--- src/sv/ssq_pkg.sv ---
// Types and codes shared by the sorted priority queue modules.
package ssq_pkg;

  localparam logic CMD_INSERT = 1'b0;
  localparam logic CMD_REMOVE = 1'b1;

  localparam logic [1:0] STATUS_OK    = 2'd0;
  localparam logic [1:0] STATUS_FULL  = 2'd1;
  localparam logic [1:0] STATUS_EMPTY = 2'd2;

  typedef struct packed {
    logic        command;
    logic [7:0]  priority_req;
    logic [15:0] payload;
  } ssq_in_t;

  typedef struct packed {
    logic        head_valid;
    logic [7:0]  head_priority;
    logic [15:0] head_payload;
    logic [4:0]  occupancy;
    logic [1:0]  status;
  } ssq_out_t;

  // Operation broadcast to every cell in a cycle.
  typedef struct packed {
    logic ins;
    logic rem;
  } ssq_ctrl_t;

endpackage

--- src/sv/ssq_cell.sv ---
// One slot of the sorted chain: holds an entry and shifts with its neighbors.
module ssq_cell import ssq_pkg::*; #(
  parameter int PAYLOAD_BITS = 16
) (
  input  logic                    clk,
  input  ssq_ctrl_t               ctrl,
  input  logic                    occupied,
  input  logic [7:0]              new_prio,
  input  logic [PAYLOAD_BITS-1:0] new_payload,
  input  logic                    left_keep,
  input  logic [7:0]              left_prio,
  input  logic [PAYLOAD_BITS-1:0] left_payload,
  input  logic [7:0]              right_prio,
  input  logic [PAYLOAD_BITS-1:0] right_payload,
  output logic                    keep,
  output logic [7:0]              prio,
  output logic [PAYLOAD_BITS-1:0] payload,
  output logic [7:0]              prio_next,
  output logic [PAYLOAD_BITS-1:0] payload_next
);

  // An entry stays put when it ranks at or above the new one, which keeps ties in
  // arrival order.
  assign keep = occupied && (prio >= new_prio);

  always_comb begin
    prio_next    = prio;
    payload_next = payload;
    if (ctrl.ins) begin
      if (!keep) begin
        if (left_keep) begin
          prio_next    = new_prio;
          payload_next = new_payload;
        end else begin
          prio_next    = left_prio;
          payload_next = left_payload;
        end
      end
    end else if (ctrl.rem) begin
      prio_next    = right_prio;
      payload_next = right_payload;
    end
  end

  always_ff @(posedge clk) begin
    prio    <= prio_next;
    payload <= payload_next;
  end

endmodule

--- src/sv/stable_sorted_priority_queue.sv ---
// Stable sorted priority queue built from a chain of shifting cells.
//
//   channel  | signals                      | carries
//   ---------+------------------------------+-----------------------------------
//   in       | in_valid, in_ready, in_data  | command, priority, payload tag
//   out      | out_valid, out_ready, out_data | head entry, occupancy, status
//
// For each beat, all cells compare against the new priority in parallel and shift
// by one slot, and the result is registered on the output.
// A new beat is taken each cycle while the output register is empty or drained.
// Reset empties the queue and the output register; slot contents are not cleared.
// A stalled output holds its beat and blocks further input beats.
module stable_sorted_priority_queue import ssq_pkg::*; #(
  parameter int DEPTH        = 16,
  parameter int PAYLOAD_BITS = 16
) (
  input  logic     clk,
  input  logic     rst,
  input  logic     in_valid,
  output logic     in_ready,
  input  ssq_in_t  in_data,
  output logic     out_valid,
  input  logic     out_ready,
  output ssq_out_t out_data
);

  localparam int CNT_W = $clog2(DEPTH + 1);

  logic [CNT_W-1:0] count;
  logic [CNT_W-1:0] count_next;
  logic             fire;
  logic             full;
  logic             empty;
  logic [1:0]       status;
  ssq_ctrl_t        ctrl;

  logic [PAYLOAD_BITS-1:0] new_payload;

  logic [DEPTH-1:0]        keep;
  logic [7:0]              prio         [DEPTH];
  logic [PAYLOAD_BITS-1:0] payload      [DEPTH];
  logic [7:0]              prio_next    [DEPTH];
  logic [PAYLOAD_BITS-1:0] payload_next [DEPTH];

  assign in_ready    = !out_valid || out_ready;
  assign fire        = in_valid && in_ready;
  assign full        = (count == CNT_W'(DEPTH));
  assign empty       = (count == '0);
  assign new_payload = PAYLOAD_BITS'(in_data.payload);

  always_comb begin
    ctrl.ins   = 1'b0;
    ctrl.rem   = 1'b0;
    status     = STATUS_OK;
    count_next = count;
    if (fire) begin
      if (in_data.command == CMD_INSERT) begin
        if (full) begin
          status = STATUS_FULL;
        end else begin
          ctrl.ins   = 1'b1;
          count_next = count + 1'b1;
        end
      end else begin
        if (empty) begin
          status = STATUS_EMPTY;
        end else begin
          ctrl.rem   = 1'b1;
          count_next = count - 1'b1;
        end
      end
    end
  end

  for (genvar i = 0; i < DEPTH; i++) begin : g_cell
    logic                    l_keep;
    logic [7:0]              l_prio;
    logic [PAYLOAD_BITS-1:0] l_payload;
    logic [7:0]              r_prio;
    logic [PAYLOAD_BITS-1:0] r_payload;

    // The head slot sees a left neighbor that always ranks higher, so it takes
    // the new entry whenever its own entry does not stay.
    if (i == 0) begin : g_head
      assign l_keep    = 1'b1;
      assign l_prio    = in_data.priority_req;
      assign l_payload = new_payload;
    end else begin : g_body
      assign l_keep    = keep[i-1];
      assign l_prio    = prio[i-1];
      assign l_payload = payload[i-1];
    end

    if (i == DEPTH - 1) begin : g_tail
      assign r_prio    = prio[i];
      assign r_payload = payload[i];
    end else begin : g_inner
      assign r_prio    = prio[i+1];
      assign r_payload = payload[i+1];
    end

    ssq_cell #(
      .PAYLOAD_BITS(PAYLOAD_BITS)
    ) u_cell (
      .clk          (clk),
      .ctrl         (ctrl),
      .occupied     (count > CNT_W'(i)),
      .new_prio     (in_data.priority_req),
      .new_payload  (new_payload),
      .left_keep    (l_keep),
      .left_prio    (l_prio),
      .left_payload (l_payload),
      .right_prio   (r_prio),
      .right_payload(r_payload),
      .keep         (keep[i]),
      .prio         (prio[i]),
      .payload      (payload[i]),
      .prio_next    (prio_next[i]),
      .payload_next (payload_next[i])
    );
  end

  always_ff @(posedge clk) begin
    if (rst) begin
      count     <= '0;
      out_valid <= 1'b0;
    end else begin
      count <= count_next;
      if (fire) begin
        out_valid <= 1'b1;
      end else if (out_ready) begin
        out_valid <= 1'b0;
      end
    end
  end

  always_ff @(posedge clk) begin
    if (fire) begin
      out_data.head_valid    <= (count_next != '0);
      out_data.head_priority <= (count_next != '0) ? prio_next[0] : 8'd0;
      out_data.head_payload  <= (count_next != '0) ? 16'(payload_next[0]) : 16'd0;
      out_data.occupancy     <= 5'(count_next);
      out_data.status        <= status;
    end
  end

endmodule

--- config.mk ---
export PLATFORM = sky130hd
export DESIGN_NAME = stable_sorted_priority_queue
export DESIGN_NICKNAME = d
export VERILOG_FILES = /design/src/sv/ssq_pkg.sv /design/src/sv/ssq_cell.sv /design/src/sv/stable_sorted_priority_queue.sv
export SDC_FILE = /design/constraint.sdc
export NUM_CORES = 1
export LEC_CHECK = 0
export BUFFER_PORTS_ARGS = -buffer_cell sky130_fd_sc_hd__buf_4
export CORE_MARGIN = 10
export CORE_UTILIZATION = 25
export DETAILED_ROUTE_END_ITERATION = 10
export GPL_ROUTABILITY_DRIVEN = 1
export HOLD_SLACK_MARGIN = 0.15
export PLACE_DENSITY = 0.36
export SLEW_MARGIN = 20
export SYNTH_ARGS = -nofsm -noshare
export SYNTH_HDL_FRONTEND = slang
export SYNTH_SLANG_ARGS = --single-unit
--- constraint.sdc ---
create_clock -name clk -period 8.17 [get_ports clk]
set_clock_uncertainty 0.1 [all_clocks]
set_input_delay 1.634 -clock clk [delete_from_list [all_inputs] [get_ports clk]]
set_output_delay 1.634 -clock clk [all_outputs]
set_load 0.005 [all_outputs]
==> results.yml <==
outcome:
  status: "finished, final reports clean"
routing:
  wl_per_cell_um: 26.9
  first_iter_violations: 2146
  vias_per_cell: 5.46
  drc_errors: 0
  final_antenna_net_count: 0
  totalWireLength_mm: 102
  drt_first_pass_iters: 7
  routed-via-count: 20700
setup_path:
  required_ns: 8.29
  r2r-start: "count[1]"
  r2r-end: "g_cell[14].u_cell.payload[5]"
  worst_setup_path_start_kind: "primary input"
  max_stage_delay_ns: 0.84
  crit_slowest_cell: "nand2_1"
  critPathMaxFanout: 26
  cp-end-kind: "register"
  crit_buf_inv: 5
  crit_arrival_ns: 5.02
  rr_worst_depth: 8
  crit_path_frequent_cell: "buf_4"
  ff2ff_setup_slack_ns: 3.88
  worstPathCellList: "buf_4, inv_1, buf_4, ha_1, a21o_1, a21oi_1, inv_1, o31ai_4, buf_4, nand2_1, nand2_1"
  worstSetupPathType: "in -> reg"
  critPathTopFamily: "buffers and inverters"
hold_path:
  whs_endpoint: "g_cell[0].u_cell.payload[14]"
  hold_path_depth: 1
  hold_start: "g_cell[0].u_cell.payload[14]"
  min_path_type: "reg -> reg"
power_and_ir_drop:
  leakage_nw: 10.8
  ir_drop_mv: 0.154
  powerDensity_mw_per_mm2: 272
sta:
  period_share_pct: 60.0
  finalHoldViolCount: 0
  drv_slew: 0
  min_period_ns: 4.90
  timing.slew.headroom_pct: 23.1
  setup-tns-final_ns: 0
  worstMarginPinSlew_ns: 1.15
  rsz0062_at_grt: "no"
  hold_ws_ns: 0.420
  setup_viol: 0
  fmax_mhz: 204
synthesis:
  syn_inst: 2535
  yosysSeqAreaShare_pct: 49.7
  yosys_register_bits: 422
  synth.distinct_cells: 61
  synth_most_common_cell: "edfxtp_1"
  yosys.area.top_type: "edfxtp_1"
  synth_area_leaders: "edfxtp_1, ha_1, o21ai_0"
  ys.flop_type: "edfxtp_1"
  synth_common_cells: "edfxtp_1, o21ai_0, nor2_1, a21oi_1, clkbuf_1"
  syn_area_per_cell_sq_um: 9.83
  synth-edff-count: 392
  synth-async-reset-ratio_pct: 0
  syn-cell-area_sq_mm: 0.0249
  yosys_warnings: 0
  syn_nets: 2698
  synth.top_cell.area_share_pct: 47.2
global_route:
  grt_pass1_vias: 20600
  grt_use_total_pct: 17.6
  overflow: 0
  grt_max_degree: 181
  antenna_found_initial: 2
  grt_pass1_wl_mm: 149
clock_network:
  clk_latency_ns: 0.63
  post_cts_buffers: 0
  root_buffer: "clkbuf_16"
  clk_pin_slew_ns: 0.06
  cts_sinks: 422
  cts_buffers: 55
  holdBufCountCts: 0
  cts_buffer_depth: 3
  htreeDepth: 2
  cts_resized: 0
  cts_tree: "done"
floorplanning:
  dieArea_sq_mm: 0.113
  core.rowCount: 115
  die_y_um: 336
  start_util_pct: 25.2
  pin_count: 63
  fp.dieW_um: 336
  core-area_sq_mm: 0.0987
layout:
  drive_gt1_share_pct: 9.98
  nFillCells: 10300
  ff_latch_area_sq_mm: 0.0124
  syn2layout_area_growth_pct: 14.1
  stdcell_count: 3802
  multi_input_area_sq_mm: 0.0116
  nets: 2631
place:
  io_buffer_count: 62
  place.gp.congestion: 0.833
  hpwlAfterDp_mm: 68.7
  dp_cells: 3698
job:
  maxCapViolCount: 0
[cells in the final DEF, fill, tap and decap left out, types with 36 or more instances in the layout]
cell / count
clkbuf_16: 57
nand3_1: 92
o21ai_1: 39
ha_1: 134
a31oi_1: 192
buf_4: 114
nand2_1: 169
o21ai_0: 278
inv_1: 36
a21oi_1: 210
mux2i_1: 117
edfxtp_1: 392
nor2_1: 264
[stage by stage]
stage	total power [mW]	area, sq um	utilization [%]	setup slack (ns)
CTS	7.78	28400	28.8	3.08
global route	8.11	28400	28.8	3.06
detailed placement	5.25	26600	27.0	2.40
global placement	5.22	26600	26.9	2.43
finish	7.73	28400	28.8	3.27
floorplan	4.37	24900	-	3.24
[worst reg2reg max path, delay by kind of cell (launching register included)]
kind                     cells  cell delay, ns
AND/OR/NAND/NOR              4            1.93
buffers and inverters        2            0.67
flip-flops                   1            0.61
AO/OA/AOI/OAI                1            0.41
adder cells (fa/ha/maj)      1            0.32
[cell type report]
cell class	instances	area share, %
inverters	37	0.488
flip-flops and latches	422	43.5
clock buffers	73	5.26
well taps	1287	5.66
diodes	1	0.00880
repair buffers	115	3.08
multi-input cells	1837	40.9
clock inverters	30	1.10
[layer usage]
layer	routed length, um	global-route usage, %
met1	49700	25.8
met2	43900	26.3
met3	6250	2.90
met4	2270	4.55
met5	0	0
[flip-flops by register name, indices dropped and copies added (netlist names)]
name                   count
count                      5
g_cell.u_cell.prio       128
out_valid                  1
out_data                  32
g_cell.u_cell.payload    256
[power by group]
group	internal [mW]	total (mW)	leakage (nW)	switching, mW
Combinational	0.685	2.04	5.95	1.36
Clock	1.50	2.51	0.884	1.02
Sequential	2.87	3.18	3.93	0.307
[cell families (layout without fill, tap and decap cells)]
logic type | count (synthesis) | after routing | synth area share [%]
AO/OA/AOI/OAI | 938 | 938 | 23.1
other | 0 | 1 | 0
flip-flops | 422 | 422 | 49.7
adder cells (fa/ha/maj) | 134 | 134 | 6.73
multiplexers | 117 | 117 | 4.70
buffers and inverters | 276 | 255 | 4.32
AND/OR/NAND/NOR | 648 | 648 | 11.5
[how the worst max path moves through the flow]
stage | to | slack [ns] | depth (start not counted) | startpoint
global placement | g_cell[13].u_cell.payload[7] | 2.43 | 9 | in_data[21]
CTS | g_cell[13].u_cell.payload[6] | 3.08 | 9 | in_data[21]
finish | g_cell[10].u_cell.payload[6] | 3.27 | 11 | in_data[22]
detailed placement | g_cell[13].u_cell.payload[8] | 2.40 | 9 | in_data[21]
floorplan | g_cell[14].u_cell.payload[0] | 3.24 | 9 | out_ready
global route | g_cell[10].u_cell.payload[6] | 3.06 | 11 | in_data[22]
Note: power is estimated with default switching activity, not from simulation.
